==> config.mk <==
export PLATFORM = sky130hd
export DESIGN_NAME = session_lease_lifecycle_fsm
export DESIGN_NICKNAME = d
export VERILOG_FILES = /design/src/design/sllf_pkg.sv /design/src/design/sllf_cfg_regs.sv /design/src/design/sllf_core.sv /design/src/design/session_lease_lifecycle_fsm.sv
export SDC_FILE = /design/constraint.sdc
export NUM_CORES = 1
export LEC_CHECK = 0
export BUFFER_PORTS_ARGS = -buffer_cell sky130_fd_sc_hd__buf_2
export CORE_UTILIZATION = 44
export DETAILED_ROUTE_END_ITERATION = 6
export GPL_TIMING_DRIVEN = 0
export SKIP_CTS_REPAIR_TIMING = 1
export SYNTH_ARGS = -nofsm -noshare
export SYNTH_HDL_FRONTEND = slang
export SYNTH_HIERARCHICAL = 1
export SYNTH_SLANG_ARGS = --single-unit
==> constraint.sdc <==
create_clock -name i_clk -period 11.23 [get_ports i_clk]
set_input_delay 2.246 -clock i_clk [delete_from_list [all_inputs] [get_ports i_clk]]
set_output_delay 2.246 -clock i_clk [all_outputs]
set_load 0.01 [all_outputs]
==> src/design/sllf_pkg.sv <==
package sllf_pkg;

    typedef enum logic [2:0] {
        PH_CONNECT = 3'd0,
        PH_ACCEPT  = 3'd1,
        PH_OPEN    = 3'd2,
        PH_CLOSED  = 3'd3,
        PH_FAILED  = 3'd4,
        PH_EMPTY   = 3'd5
    } t_phase;

    typedef enum logic [2:0] {
        MSG_NONE    = 3'd0,
        MSG_CONNECT = 3'd1,
        MSG_ACCEPT  = 3'd2,
        MSG_RENEW   = 3'd3,
        MSG_CLOSE   = 3'd4
    } t_msg;

    typedef enum logic [3:0] {
        ERR_NONE      = 4'd0,
        ERR_SOCKET    = 4'd1,
        ERR_SEND      = 4'd2,
        ERR_RECEIVE   = 4'd3,
        ERR_FIELD     = 4'd4,
        ERR_SEQUENCE  = 4'd5,
        ERR_TIMEOUT   = 4'd6,
        ERR_HANDLER   = 4'd7,
        ERR_DUPLICATE = 4'd8
    } t_err;

    typedef enum logic [2:0] {
        HDR_CONNECT     = 3'd0,
        HDR_ACCEPT      = 3'd1,
        HDR_CLOSE       = 3'd2,
        HDR_RENEW       = 3'd3,
        HDR_PUBLISH     = 3'd4,
        HDR_SUBSCRIBE   = 3'd5,
        HDR_UNSUBSCRIBE = 3'd6,
        HDR_OTHER       = 3'd7
    } t_hdr;

    typedef enum logic [1:0] {
        ACT_PASS   = 2'd0,
        ACT_ADD    = 2'd1,
        ACT_DELETE = 2'd2
    } t_action;

    typedef enum logic [1:0] {
        RX_NONE  = 2'd0,
        RX_VALID = 2'd1,
        RX_ERROR = 2'd2
    } t_rx_status;

    typedef enum logic [1:0] {
        CFG_RETRY_LIMIT    = 2'd0,
        CFG_BASE_LEASE_MS  = 2'd1,
        CFG_RETAIN_SESSION = 2'd2,
        CFG_BUFFER_MTU     = 2'd3
    } t_cfg_idx;

    localparam logic [3:0]  RETRY_LIMIT_RST = 4'd5;
    localparam logic [31:0] BASE_LEASE_RST  = 32'd500;
    localparam logic [15:0] BUFFER_MTU_RST  = 16'd1024;
    localparam logic [4:0]  RETRY_CAP       = 5'd16;
    localparam logic [15:0] MTU_INVALID     = 16'hFFFF;
    localparam logic [31:0] LEASE_INVALID   = 32'hFFFF_FFFF;

    typedef struct packed {
        logic [3:0]  retry_limit;
        logic [31:0] base_lease_ms;
        logic        retain_session;
        logic [15:0] buffer_mtu;
    } t_cfg;

    typedef struct packed {
        logic [1:0]  action;
        logic [31:0] now_ms;
        logic        socket_ok;
        logic        send_ok;
        logic [1:0]  rx_status;
        logic [2:0]  rx_header;
        logic [15:0] rx_mtu;
        logic [31:0] rx_lease_ms;
        logic        handler_ok;
    } t_in_item;

    typedef struct packed {
        logic [2:0]  send_kind;
        logic [31:0] send_lease_ms;
        logic [2:0]  session_state;
        logic [3:0]  error_code;
        logic        opened;
        logic        drop_subscriptions;
        logic        release_session;
        logic        mtu_changed;
        logic [15:0] current_mtu;
    } t_out_item;

endpackage

==> src/design/sllf_cfg_regs.sv <==
module sllf_cfg_regs (
    input  logic                i_clk,
    input  logic                i_rst_n,
    input  logic                i_wr_en,
    input  logic [1:0]          i_wr_index,
    input  logic [31:0]         i_wr_data,
    output sllf_pkg::t_cfg      o_cfg
);
    import sllf_pkg::*;

    t_cfg r_cfg;

    always_ff @(posedge i_clk) begin
        if (!i_rst_n) begin
            r_cfg.retry_limit    <= RETRY_LIMIT_RST;
            r_cfg.base_lease_ms  <= BASE_LEASE_RST;
            r_cfg.retain_session <= 1'b0;
            r_cfg.buffer_mtu     <= BUFFER_MTU_RST;
        end else if (i_wr_en) begin
            case (t_cfg_idx'(i_wr_index))
                CFG_RETRY_LIMIT:    r_cfg.retry_limit    <= i_wr_data[3:0];
                CFG_BASE_LEASE_MS:  r_cfg.base_lease_ms  <= i_wr_data;
                CFG_RETAIN_SESSION: r_cfg.retain_session <= i_wr_data[0];
                CFG_BUFFER_MTU:     r_cfg.buffer_mtu     <= i_wr_data[15:0];
                default: ;
            endcase
        end
    end

    assign o_cfg = r_cfg;

endmodule

==> src/design/sllf_core.sv <==
module sllf_core (
    input  logic                 i_clk,
    input  logic                 i_rst_n,
    input  sllf_pkg::t_cfg       i_cfg,
    input  logic                 i_fire,
    input  sllf_pkg::t_in_item   i_item,
    output sllf_pkg::t_out_item  o_result
);
    import sllf_pkg::*;

    t_phase      r_phase, n_phase;
    logic [4:0]  r_retry, n_retry;
    logic [31:0] r_lease, n_lease;
    logic [31:0] r_last_heard, n_last_heard;
    logic [31:0] r_last_renew, n_last_renew;
    logic        r_accept_done, n_accept_done;
    logic [15:0] r_mtu, n_mtu;

    t_err        w_err;
    t_msg        w_kind;
    logic [31:0] w_send_lease;
    logic        w_opened, w_drop, w_release, w_mtu_chg;

    // offer carried by a received connect or accept
    logic        w_offer_mtu_bad, w_offer_lease_bad, w_offer_mtu_chg, w_offer_send;
    logic [15:0] w_offer_mtu;
    logic [31:0] w_offer_lease;
    logic        w_offer_accept_done;
    t_err        w_offer_err;

    logic [36:0] w_accept_wait;
    logic [31:0] w_accept_elapsed;
    logic        w_accept_expired;
    logic [31:0] w_open_heard;
    logic [31:0] w_open_elapsed;
    logic [31:0] w_renew_elapsed;
    logic        w_open_refresh;

    always_comb begin
        w_offer_mtu_bad   = (i_item.rx_mtu == MTU_INVALID);
        w_offer_lease_bad = (i_item.rx_lease_ms == LEASE_INVALID);
        w_offer_mtu_chg   = !w_offer_mtu_bad && (i_item.rx_mtu < r_mtu);
        w_offer_mtu       = w_offer_mtu_chg ? i_item.rx_mtu : r_mtu;
        w_offer_lease     = (!w_offer_lease_bad && (i_item.rx_lease_ms < r_lease)) ?
                            i_item.rx_lease_ms : r_lease;
        w_offer_send      = !w_offer_mtu_bad && !w_offer_lease_bad && !r_accept_done;
        w_offer_accept_done = r_accept_done | (w_offer_send & i_item.send_ok);
        if (w_offer_mtu_bad || w_offer_lease_bad)
            w_offer_err = ERR_FIELD;
        else if (w_offer_send && !i_item.send_ok)
            w_offer_err = ERR_SEND;
        else
            w_offer_err = ERR_NONE;
    end

    // retry wait grows with the retry count, formed at full width
    assign w_accept_wait    = 37'(r_lease) * 37'(r_retry);
    assign w_accept_elapsed = i_item.now_ms - r_last_heard;
    assign w_accept_expired = {5'd0, w_accept_elapsed} > w_accept_wait;

    assign w_open_refresh  = (t_rx_status'(i_item.rx_status) == RX_VALID) &&
                             (t_hdr'(i_item.rx_header) inside
                              {HDR_RENEW, HDR_PUBLISH, HDR_SUBSCRIBE, HDR_UNSUBSCRIBE});
    assign w_open_heard    = w_open_refresh ? i_item.now_ms : r_last_heard;
    assign w_open_elapsed  = i_item.now_ms - w_open_heard;
    assign w_renew_elapsed = i_item.now_ms - r_last_renew;

    always_comb begin
        n_phase       = r_phase;
        n_retry       = r_retry;
        n_lease       = r_lease;
        n_last_heard  = r_last_heard;
        n_last_renew  = r_last_renew;
        n_accept_done = r_accept_done;
        n_mtu         = r_mtu;
        w_err         = ERR_NONE;
        w_kind        = MSG_NONE;
        w_send_lease  = 32'd0;
        w_opened      = 1'b0;
        w_drop        = 1'b0;
        w_release     = 1'b0;
        w_mtu_chg     = 1'b0;

        case (t_action'(i_item.action))
            ACT_ADD: begin
                if (r_phase != PH_EMPTY) begin
                    w_err = ERR_DUPLICATE;
                end else begin
                    n_phase       = PH_CONNECT;
                    n_retry       = 5'd0;
                    n_lease       = 32'd0;
                    n_last_heard  = 32'd0;
                    n_last_renew  = 32'd0;
                    n_accept_done = 1'b0;
                    n_mtu         = i_cfg.buffer_mtu;
                end
            end
            ACT_DELETE: begin
                if (r_phase != PH_EMPTY) begin
                    if (r_phase != PH_CLOSED && r_phase != PH_FAILED) begin
                        n_phase = PH_CLOSED;
                        w_kind  = MSG_CLOSE;
                        if (!i_item.send_ok)
                            w_err = ERR_SEND;
                        else if (!i_item.socket_ok)
                            w_err = ERR_SOCKET;
                    end
                    if (w_err == ERR_NONE) begin
                        n_phase   = PH_EMPTY;
                        w_release = 1'b1;
                    end
                end
            end
            ACT_PASS: begin
                case (r_phase)
                    PH_EMPTY: ;
                    PH_CONNECT: begin
                        if (!i_item.socket_ok) begin
                            w_err = ERR_SOCKET;
                        end else begin
                            n_lease      = i_cfg.base_lease_ms;
                            w_kind       = MSG_CONNECT;
                            w_send_lease = i_cfg.base_lease_ms;
                            if (!i_item.send_ok)
                                w_err = ERR_SEND;
                        end
                        if (w_err == ERR_NONE) begin
                            n_phase       = PH_ACCEPT;
                            n_retry       = 5'd1;
                            n_last_heard  = i_item.now_ms;
                            n_accept_done = 1'b0;
                        end else begin
                            n_phase = PH_FAILED;
                        end
                    end
                    PH_ACCEPT: begin
                        if (r_retry <= {1'b0, i_cfg.retry_limit}) begin
                            if (w_accept_expired) begin
                                if (r_retry < RETRY_CAP)
                                    n_retry = r_retry + 5'd1;
                                n_last_heard = i_item.now_ms;
                            end
                            case (t_rx_status'(i_item.rx_status))
                                RX_NONE: ;
                                RX_VALID: begin
                                    if (t_hdr'(i_item.rx_header) == HDR_CONNECT ||
                                        t_hdr'(i_item.rx_header) == HDR_ACCEPT) begin
                                        w_err         = w_offer_err;
                                        n_mtu         = w_offer_mtu;
                                        w_mtu_chg     = w_offer_mtu_chg;
                                        n_lease       = w_offer_lease;
                                        n_accept_done = w_offer_accept_done;
                                        n_last_heard  = i_item.now_ms;
                                        if (w_offer_send) begin
                                            w_kind       = MSG_ACCEPT;
                                            w_send_lease = w_offer_lease;
                                        end
                                        if (t_hdr'(i_item.rx_header) == HDR_ACCEPT &&
                                            w_offer_accept_done) begin
                                            n_last_renew = i_item.now_ms;
                                            n_phase      = PH_OPEN;
                                        end
                                    end else begin
                                        w_err = ERR_SEQUENCE;
                                    end
                                end
                                default: w_err = ERR_RECEIVE;
                            endcase
                        end else begin
                            n_phase = PH_CLOSED;
                        end
                        if (w_err != ERR_NONE)
                            n_phase = PH_FAILED;
                        else if (n_phase == PH_OPEN)
                            w_opened = 1'b1;
                    end
                    PH_OPEN: begin
                        case (t_rx_status'(i_item.rx_status))
                            RX_NONE: ;
                            RX_VALID: begin
                                if (t_hdr'(i_item.rx_header) == HDR_CLOSE)
                                    n_phase = PH_CLOSED;
                                else if (w_open_refresh &&
                                         t_hdr'(i_item.rx_header) != HDR_RENEW &&
                                         !i_item.handler_ok)
                                    w_err = ERR_HANDLER;
                            end
                            default: w_err = ERR_RECEIVE;
                        endcase
                        n_last_heard = w_open_heard;
                        // a timeout wins over everything, a renew outcome over rx errors
                        if (w_open_elapsed > r_lease) begin
                            w_err = ERR_TIMEOUT;
                        end else if (w_renew_elapsed > {1'b0, r_lease[31:1]}) begin
                            w_kind       = MSG_RENEW;
                            w_err        = i_item.send_ok ? ERR_NONE : ERR_SEND;
                            n_last_renew = i_item.now_ms;
                        end
                        if (w_err != ERR_NONE)
                            n_phase = PH_FAILED;
                    end
                    PH_CLOSED: begin
                        if (!i_item.socket_ok) begin
                            w_err = ERR_SOCKET;
                        end else if (i_cfg.retain_session) begin
                            w_drop  = 1'b1;
                            n_phase = PH_CONNECT;
                        end else begin
                            w_release = 1'b1;
                            n_phase   = PH_EMPTY;
                        end
                    end
                    PH_FAILED: n_phase = PH_CLOSED;
                    default:   n_phase = PH_FAILED;
                endcase
            end
            default: ;
        endcase
    end

    always_ff @(posedge i_clk) begin
        if (!i_rst_n) begin
            r_phase       <= PH_EMPTY;
            r_retry       <= 5'd0;
            r_lease       <= 32'd0;
            r_last_heard  <= 32'd0;
            r_last_renew  <= 32'd0;
            r_accept_done <= 1'b0;
            r_mtu         <= BUFFER_MTU_RST;
        end else if (i_fire) begin
            r_phase       <= n_phase;
            r_retry       <= n_retry;
            r_lease       <= n_lease;
            r_last_heard  <= n_last_heard;
            r_last_renew  <= n_last_renew;
            r_accept_done <= n_accept_done;
            r_mtu         <= n_mtu;
        end
    end

    always_comb begin
        o_result.send_kind          = w_kind;
        o_result.send_lease_ms      = w_send_lease;
        o_result.session_state      = n_phase;
        o_result.error_code         = w_err;
        o_result.opened             = w_opened;
        o_result.drop_subscriptions = w_drop;
        o_result.release_session    = w_release;
        o_result.mtu_changed        = w_mtu_chg;
        o_result.current_mtu        = n_mtu;
    end

    a_retry_capped: assert property (@(posedge i_clk) disable iff (!i_rst_n)
        r_retry <= RETRY_CAP)
        else $error("retry count past its cap");

    a_mtu_only_shrinks: assert property (@(posedge i_clk) disable iff (!i_rst_n)
        (i_fire && t_action'(i_item.action) != ACT_ADD) |=> (r_mtu <= $past(r_mtu)))
        else $error("mtu grew outside an add");

    a_accept_done_in_accept: assert property (@(posedge i_clk) disable iff (!i_rst_n)
        $rose(r_accept_done) |-> ($past(r_phase) == PH_ACCEPT))
        else $error("accept flag set outside the accept phase");

endmodule

==> src/design/session_lease_lifecycle_fsm.sv <==
// session lease lifecycle controller for a single peer session
//
// input channel: one beat of t_in_item per step (task pass, add, delete),
// accepted when i_in_valid is high and o_in_stall is low
// output channel: exactly one t_out_item per input beat, in order,
// taken when o_out_valid is high and i_out_stall is low
// config channel: i_cfg_valid/o_cfg_ready with a 2-bit register index and
// 32-bit data; o_cfg_ready is always high, write only while the block is idle
//
// an input beat is held in the input register, then goes through the step
// logic into the result register
// throughput is one item per cycle while the result is not stalled; the
// state update (phase, retries, lease, ticks, mtu) of one step completes in
// the same cycle that the item leaves the input register, so the next item
// sees it straight away; a stalled result holds in the result register, and
// the input register takes at most one more beat, then o_in_stall rises
// reset: both channels empty, session phase empty, config registers load
// retry limit 5, lease 500 ms, no retain, buffer mtu 1024
module session_lease_lifecycle_fsm (
    input  logic                 i_clk,
    input  logic                 i_rst_n,
    input  logic                 i_in_valid,
    output logic                 o_in_stall,
    input  sllf_pkg::t_in_item   i_in_item,
    output logic                 o_out_valid,
    input  logic                 i_out_stall,
    output sllf_pkg::t_out_item  o_out_item,
    input  logic                 i_cfg_valid,
    output logic                 o_cfg_ready,
    input  logic [1:0]           i_cfg_index,
    input  logic [31:0]          i_cfg_data
);
    import sllf_pkg::*;

    t_cfg      w_cfg;
    logic      r_in_valid;
    t_in_item  r_in_item;
    logic      r_out_valid;
    t_out_item r_out_item;
    t_out_item w_result;
    logic      w_fire;

    assign o_cfg_ready = 1'b1;

    sllf_cfg_regs u_cfg (
        .i_clk      (i_clk),
        .i_rst_n    (i_rst_n),
        .i_wr_en    (i_cfg_valid && o_cfg_ready),
        .i_wr_index (i_cfg_index),
        .i_wr_data  (i_cfg_data),
        .o_cfg      (w_cfg)
    );

    // step the item in the input register when the result slot frees up
    assign w_fire     = r_in_valid && (!r_out_valid || !i_out_stall);
    assign o_in_stall = r_in_valid && !w_fire;

    always_ff @(posedge i_clk) begin
        if (!i_rst_n) begin
            r_in_valid  <= 1'b0;
            r_out_valid <= 1'b0;
        end else begin
            if (!o_in_stall)
                r_in_valid <= i_in_valid;
            if (w_fire)
                r_out_valid <= 1'b1;
            else if (!i_out_stall)
                r_out_valid <= 1'b0;
        end
    end

    always_ff @(posedge i_clk) begin
        if (i_in_valid && !o_in_stall)
            r_in_item <= i_in_item;
        if (w_fire)
            r_out_item <= w_result;
    end

    sllf_core u_core (
        .i_clk    (i_clk),
        .i_rst_n  (i_rst_n),
        .i_cfg    (w_cfg),
        .i_fire   (w_fire),
        .i_item   (r_in_item),
        .o_result (w_result)
    );

    assign o_out_valid = r_out_valid;
    assign o_out_item  = r_out_item;

    a_release_is_empty: assert property (@(posedge i_clk) disable iff (!i_rst_n)
        (r_out_valid && r_out_item.release_session) |->
        (t_phase'(r_out_item.session_state) == PH_EMPTY))
        else $error("release reported without an empty session");

    a_opened_is_open: assert property (@(posedge i_clk) disable iff (!i_rst_n)
        (r_out_valid && r_out_item.opened) |->
        (t_phase'(r_out_item.session_state) == PH_OPEN &&
         t_err'(r_out_item.error_code) == ERR_NONE))
        else $error("opened reported without an open session");

    a_drop_is_reconnect: assert property (@(posedge i_clk) disable iff (!i_rst_n)
        (r_out_valid && r_out_item.drop_subscriptions) |->
        (t_phase'(r_out_item.session_state) == PH_CONNECT))
        else $error("subscriptions dropped without a reconnect");

endmodule

Word level (Yosys, flattened, before mapping)
Index checks and enable logic that the tools add are counted.
{"block": "classes", "reduce_logical": 48, "bitwise": 4, "mul": 1, "n_eq_ne": 39, "n_addsub": 4, "magnitude_cmp": 7, "n_mux": 118}
{"cell": "$mux W32", "count": 23}
{"cell": "$pmux W32 S2", "count": 6}
{"cell": "$mux W16", "count": 6}
{"cell": "$pmux W32 S3", "count": 1}
{"cell": "$sub A32 B32 Y32", "count": 3}
{"cell": "$mux W4", "count": 19}
{"cell": "$mux W3", "count": 24}
{"cell": "$gt A32 B37 Y1", "count": 1}
{"cell": "$mul A32 B5 Y37", "count": 1}
{"cell": "$eq A32 B32 Y1 const B", "count": 1}
{"cell": "$gt A32 B31 Y1", "count": 1}
{"cell": "$gt A32 B32 Y1", "count": 1}
{"cell": "$lt A32 B32 Y1", "count": 1}
{"cell": "$pmux W16 S2", "count": 1}
{"cell": "$ne A3 B2 Y1 const B", "count": 10}
{"cell": "$mux W5", "count": 5}
{"cell": "$reduce_and A8 Y1", "count": 3}
{"cell": "$pmux W5 S2", "count": 2}
{"cell": "$ne A3 B3 Y1 const B", "count": 6}
{"cell": "$pmux W3 S3", "count": 2}
{"cell": "$pmux W3 S6", "count": 1}
{"cell": "$eq A16 B16 Y1 const B", "count": 1}
{"cell": "$lt A16 B16 Y1", "count": 1}
{"cell": "$mux W1", "count": 16}
{"cell": "other kinds (34)", "count": 85}
{"block": "word_totals", "word_cells": 252, "inputBits": 129, "out_inout_bits": 65, "regBits": 328}

Depth between registers and ports, before layout
Gate-level depths: netlist of the first run.
{"block": "logic_depth", "ltp_word": 16, "ltp_mapped": 32}

By module
The synthesis of the first run kept the hierarchy.
{"module": "sllf_core", "n_inst": 1, "seq_area_each_um2": 2422.3, "area_per_inst_um2": 19312.3, "cells_each": 2549}
{"module": "session_lease_lifecycle_fsm", "n_inst": 1, "seq_area_each_um2": 4604.4, "area_per_inst_um2": 4659.5, "cells_each": 162}
{"module": "sllf_cfg_regs", "n_inst": 1, "seq_area_each_um2": 1061.0, "area_per_inst_um2": 2100.8, "cells_each": 224}

Least setup slack after synthesis of the first run
No wires, ideal clock.
{"block": "synth_timing", "path_type": "input to register", "startpoint": "input port i_out_stall", "endpoint": "register u_core.r_lease[0]", "arrival_time_ps": 8826, "n_path_buf": 2, "slack_ps": 2330, "required_ps": 11156, "cell_stages": 9, "path_cell_list": "a21boi_0 -> nand2_1 -> or2_2 -> a211oi_1 -> and3_1 -> clkbuf_1 -> clkbuf_1 -> a22oi_1 -> o21ai_0"}
{"block": "synth_via", "elab_chain_len": 4}
{"item": "start: declaration", "line": "session_lease_lifecycle_fsm.sv:26", "rtl": "input logic i_out_stall,"}
{"item": "$logic_not A1 Y1"}
{"item": "$logic_or A1 B1 Y1", "line": "session_lease_lifecycle_fsm.sv:55", "rtl": "assign w_fire = r_in_valid && (!r_out_valid || !i_out_stall);"}
{"item": "$logic_and A1 B1 Y1", "line": "session_lease_lifecycle_fsm.sv:55"}
{"item": "$reduce_and A8 Y1 (no line)"}
{"item": "end signal: assignment", "line": "sllf_core.sv:233", "rtl": "r_lease <= n_lease;"}
{"item": "end: declaration", "line": "sllf_core.sv:13", "rtl": "logic [31:0] r_lease, n_lease;"}
No other way between the ends.
A chain may end at the register's enable or synchronous reset.

Final worst setup path of the first run
{"block": "layout_timing", "startpoint": "register u_core.r_retry[4]", "endpoint": "register u_core.r_last_heard[2]"}
{"block": "layout_via", "elab_chain_len": 8}
{"item": "start: declaration", "line": "sllf_core.sv:12", "rtl": "logic [4:0] r_retry, n_retry;"}
{"item": "start signal: assignment", "line": "sllf_core.sv:232", "rtl": "r_retry <= n_retry;"}
{"item": "$mul A32 B5 Y37", "line": "sllf_core.sv:57", "rtl": "assign w_accept_wait = 37'(r_lease) * 37'(r_retry);"}
{"item": "$gt A32 B37 Y1", "line": "sllf_core.sv:59", "rtl": "assign w_accept_expired = {5'd0, w_accept_elapsed} > w_accept_wait;"}
{"item": "$mux W32", "line": "sllf_core.sv:138", "rtl": "if (w_accept_expired) begin"}
{"item": "$mux W32", "line": "sllf_core.sv:146", "rtl": "if (t_hdr'(i_item.rx_header) == HDR_CONNECT ||"}
{"item": "$mux W32", "line": "sllf_core.sv:143", "rtl": "case (t_rx_status'(i_item.rx_status))"}
{"item": "$mux W32", "line": "sllf_core.sv:137", "rtl": "if (r_retry <= {1'b0, i_cfg.retry_limit}) begin"}
{"item": "$pmux W32 S3", "line": "sllf_core.sv:115", "rtl": "case (r_phase)"}
{"item": "$pmux W32 S2", "line": "sllf_core.sv:84", "rtl": "case (t_action'(i_item.action))"}
{"item": "end signal: assignment", "line": "sllf_core.sv:234", "rtl": "r_last_heard <= n_last_heard;"}
{"item": "end: declaration", "line": "sllf_core.sv:14", "rtl": "logic [31:0] r_last_heard, n_last_heard;"}
Parallel ways exist; a longest one is shown, timed or not. The select of a mux whose other input is x is not followed.

==> results of run 1 <==
==> layer usage <==
| metal | track usage | vias up |
|---|---|---|
| met4 | 0.0897 | 2 |
| met2 | 0.422 | 675 |
| met1 | 0.347 | 10800 |
| met3 | 0.0314 | 131 |
| li1 | - | 10900 |
| met5 | 0 | - |
==> registers in the layout, indices dropped and copies added (netlist names), 3 cells and up <==
name / cells
u_core/r_lease: 32
r_in_item: 90
o_out_item: 62
u_core/r_mtu: 16
u_core/r_last_renew: 32
u_core/r_phase: 3
u_cfg/o_cfg: 53
u_core/r_last_heard: 32
u_core/r_retry: 5
==> through the flow <==
stage	cell area (µm²)	TNS, ns	total power, mW
2_1_floorplan	26100	0	1.77
3_3_place_gp	28000	-52.84	1.94
3_5_place_dp	28100	0	1.95
4_1_cts	29500	0	3.31
5_1_grt	29500	0	3.44
6_report	29500	0	3.28
==> report_power, final <==
| part | internal, mW | total [mW] | switching (mW) |
|---|---|---|---|
| Clock | 0.783 | 1.35 | 0.565 |
| Combinational | 0.244 | 0.591 | 0.346 |
| Sequential | 1.30 | 1.34 | 0.0464 |
| Total | 2.33 | 3.28 | 0.958 |
==> worst max-delay path, delay by kind of cell (launching register included) <==
| family | cells | cell delay (ns) |
|---|---|---|
| simple gates | 11 | 2.24 |
| fa+ha+maj | 5 | 2.18 |
| compound gates | 9 | 2.16 |
| buf+inv | 6 | 1.91 |
| flops | 1 | 0.30 |
| xor+xnor | 1 | 0.15 |
==> synth_stat cells (all sizes together) (77+ instances only) <==
master	instances	area, µm²
a21o	82	616
a21oi	211	1070
dfxtp	176	3520
edfxtp	152	4560
fa	93	1860
ha	284	3550
inv	262	983
mux2i	82	821
nand2	348	1310
nor2	191	717
o21ai	191	956
xnor2	77	674
==> worst paths after layout <==
| path | start | end | depth (start not counted) |
|---|---|---|---|
| hold reg to reg | u_core/r_last_renew[2] | u_core/r_last_renew[2] | 2 |
| hold / removal | u_core/r_last_renew[2] | u_core/r_last_renew[2] | 2 |
| setup / recovery | u_core/r_retry[4] | u_core/r_last_heard[2] | 32 |
| setup reg to reg | u_core/r_retry[4] | u_core/r_last_heard[2] | 32 |
==> layout make-up <==
type	count	area, µm²	area share
Multi-Input combinational cell	2219	16400	0.556
Sequential cell	328	8090	0.274
Clock buffer	46	1050	0.0357
Timing Repair Buffer	196	1040	0.0353
Inverter	266	998	0.0339
Tap cell	765	957	0.0325
Buffer	122	611	0.0207
Clock inverter	28	347	0.0118
==> cells by family after synthesis <==
family / after synthesis / share of synthesized area
flops: 328 / 0.310
buf+inv: 388 / 0.0617
mux: 82 / 0.0315
simple gates: 898 / 0.164
compound gates: 746 / 0.186
xor+xnor: 115 / 0.0386
other cells: 1 / 0.000144
fa+ha+maj: 377 / 0.208
==> run summary, run 1 <==
Final setup viols -> 0
critical path class -> register to register
crit path DAT -> 9.60 ns
slowest stage delay, CP -> 0.62 ns
first drt pass iteration count -> 7
final worst slack -> 2.14 ns
Mapped Cells -> 2935
met3 wire len -> 4090 µm
WL met2 -> 35800 µm
row count -> 88
H-tree lvl count -> 2
RSZ-0062 raised after global routing -> false
Mapped Avg Cell Area -> 8.88 µm²
Worst-Margin Slew -> 1.43 ns
top_reg_cell synth -> dfxtp_1
CP Capture Type -> register
syn nets -> 3441
largest net degree at the start of global routing -> 34
number of DRC markers in iteration 0 -> 1623
area delta synth->final -> 13.1%
hold_ws -> 0.448 ns
EDFF count, synth -> 152
Unique masters post-synth -> 102
Final period util -> 0.810
sequential area share after synthesis -> 0.310
post-layout util -> 0.507
crit path time final -> 9.09 ns
Reg2Reg Setup Slack -> 2.14 ns
Worst-path clk slew -> 0.06 ns
Worst VDD drop -> 118 µV
I/O Pins -> 194
Core Box Area -> 0.0581 mm²
drt wl/cell -> 19.6 µm
CTS root buffer -> clkbuf_16
share of cells above drive strength 1 -> 0.110
fmax -> 110 MHz
post-route ant nets -> 0
endpoints failing hold -> 0
post-DR vias/cell -> 5.67
status -> finished, final reports clean
pre-CTS setup slack -> 2.32 ns
clock skew -> 0.0565 ns
commonest non-fill, non-tap cell in the layout -> nand2_1
Syn Std Cell Area -> 0.0261 mm²
global-route usage over all layers -> 0.257
Port Buf Inserts -> 192
clk_lat worst skew -> 0.61 ns
pwr dens -> 111 mW/mm²
most used cell, CP -> fa_1
fill cell count -> 5516
first-pass GRT wire length -> 122000 µm
Final Max Slew Viols -> 0
Lkg Pwr -> 12.5 nW
CP max-delay cell -> clkinv_1
DR vias -> 22.5k
Remaining Overflow, GRT -> 0
TritonCTS clock tree -> yes
initial antenna violation count -> 1
vias in the first global route -> 22.4k
Die H -> 245 µm
Total Die Area -> 0.0602 mm²
DRC viols -> 0
Ant. Diodes -> 0
Final #Nets -> 3679
startpoint types -> register
placed cell count -> 3896
routed metal-1 wire length -> 35200 µm
YS warnings -> 6
clk sinks -> 328
Hold WC Path Type -> register to register
Slew HR -> 0.0387
ys async rst share -> 0
most frequent cells in the layout -> nand2_1 (347), ha_1 (284), inv_1 (261), a21oi_1 (207), buf_2 (207)
crit path max fanout -> 10
Max-cap violations -> 0
GP Congestion -> 0.917
drt total wl -> 77700 µm
fin cells -> 3970
clk buf depth -> 3
Starting Density -> 0.448
Detailed Place HPWL -> 63200 µm
Num CTS Buffers -> 40
#FFs+latches synth -> 328
Required @ worst endpoint -> 11.74 ns
Die X -> 245 µm
DR top layer -> met5
Power figures use the tool's default switching activity.
==> inputs of run 2 (changes only) <==
==> constraint.sdc (replaced) <==
create_clock -name i_clk -period 8 [get_ports i_clk]
set_input_delay 1.6 -clock i_clk [delete_from_list [all_inputs] [get_ports i_clk]]
set_output_delay 1.6 -clock i_clk [all_outputs]
set_load 0.01 [all_outputs]
==> run 2 against run 1 <==
Via count down 0.31%. Core utilization is 0.19 points higher. Clock power up 37%. Clock-buffer cell count increased by 4. Die area unchanged. Setup slack worse by 1.7 ns. Cell count up 0.15%.
==> run summary, run 2 (synthesis results as in run 1) <==
clk_lat worst skew -> 0.59 ns
Num CTS Buffers -> 40
Largest register FFs -> 90
Reg2Reg Setup Slack -> 0.46 ns
startpoint types -> register
crit path DAT -> 8.01 ns
fill cell count -> 5531
Final setup viols -> 0
first-pass GRT wire length -> 122000 µm
clock skew -> 0.0315 ns
Final #Nets -> 3685
Final period util -> 0.943
Worst VDD drop -> 152 µV
Port Buf Inserts -> 192
H-tree lvl count -> 2
hold_ws -> 0.446 ns
post-layout util -> 0.509
M1 GR Usage -> 0.347
TritonCTS clock tree -> yes
initial antenna violation count -> 1
Core Box Area -> 0.0581 mm²
Die X -> 245 µm
Worst-path clk slew -> 0.06 ns
share of cells above drive strength 1 -> 0.116
drt wl/cell -> 19.6 µm
largest reg by FF count -> r_in_item
CP max-delay cell -> fa_1
most used cell, CP -> fa_1
CP Capture Type -> register
GP Congestion -> 0.907
RSZ-0062 raised after global routing -> false
area delta synth->final -> 13.5%
global-route usage over all layers -> 0.257
post-route cell area -> 0.0296 mm²
Ant. Diodes -> 0
Required @ worst endpoint -> 8.46 ns
GR met2 Demand/Resource -> 0.417
post-DR vias/cell -> 5.64
crit path max fanout -> 10
endpoints failing hold -> 0
crit path time final -> 7.54 ns
Final Max Slew Viols -> 0
slowest stage delay, CP -> 0.55 ns
Area after DPL -> 0.0281 mm²
Starting Density -> 0.448
most used routing layer -> met2
commonest non-fill, non-tap cell in the layout -> nand2_1
Detailed Place HPWL -> 63100 µm
CTS root buffer -> clkbuf_16
Sequential Area -> 0.00809 mm²
first drt pass iteration count -> 6
vias in the first global route -> 22.0k
number of DRC markers in iteration 0 -> 1711
post-route ant nets -> 0
I/O Pins -> 194
Multi-input gate area -> 0.0165 mm²
Worst-Margin Slew -> 1.33 ns
Lkg Pwr -> 12.5 nW
critical path class -> register to register
Die H -> 245 µm
row count -> 88
Slew HR -> 0.105
status -> finished, final reports clean
Hold WC Path Type -> register to register
DRC viols -> 0
Total Die Area -> 0.0602 mm²
cells on worst reg2reg path -> 31
met3 Use GR -> 0.0406
Max-cap violations -> 0
most frequent cells in the layout -> nand2_1 (346), ha_1 (284), inv_1 (261), buf_2 (212), a21oi_1 (206)
drt total wl -> 78000 µm
clk sinks -> 328
Hold Crit Depth -> 2
Remaining Overflow, GRT -> 0
DR vias -> 22.4k
clk buf depth -> 3
fmax -> 133 MHz
largest net degree at the start of global routing -> 34
pwr dens -> 155 mW/mm²
## run 2: area by class of cell
class | instances | area share
inverters | 266 | 0.0339
clock inverters | 24 | 0.00862
flip-flops and latches | 328 | 0.273
multi-input cells | 2219 | 0.556
well taps | 765 | 0.0323
clock buffers | 50 | 0.0368
plain buffers | 121 | 0.0210
repair buffers | 203 | 0.0382
## run 2: power by group
| part | switching (mW) | internal (mW) |
|---|---|---|
| logic | 0.492 | 0.349 |
| registers | 0.0655 | 1.82 |
| clock network | 0.796 | 1.05 |
## run 2: final timing paths
check / end / from
worst min-delay path: u_core/r_last_renew[6] / u_core/r_last_renew[6]
worst min register to register: u_core/r_last_renew[6] / u_core/r_last_renew[6]
worst max-delay path: u_core/r_last_heard[5] / u_core/r_retry[4]
worst max register to register: u_core/r_last_heard[5] / u_core/r_retry[4]
## run 2: through the flow
stage / power, mW / cells / setup TNS, ns / worst slack, ns
detailed placement: 2.74 / 3897 / -44.27 / -0.956
global route: 4.79 / 3976 / 0 / 0.0122
CTS: 4.60 / 3971 / -49.18 / -1.06
finish: 4.58 / 3976 / 0 / 0.456
global placement: 2.72 / 3892 / -142.07 / -0.965
floorplan: 2.48 / 2935 / 0 / 1.34
## run 2: worst max-delay path, delay by kind of cell, from the launching register on
| kind | cells | cell delay [ns] |
|---|---|---|
| compound gates | 9 | 1.67 |
| xor+xnor | 1 | 0.15 |
| fa+ha+maj | 5 | 2.21 |
| buf+inv | 6 | 0.82 |
| flops | 1 | 0.45 |
| simple gates | 10 | 2.12 |
## run 2: metal layers
metal	up-vias	share of wire
met2	607	0.46
met3	118	0.056
li1	10900	-
met5	-	0.00013
met1	10800	0.45
met4	2	0.032
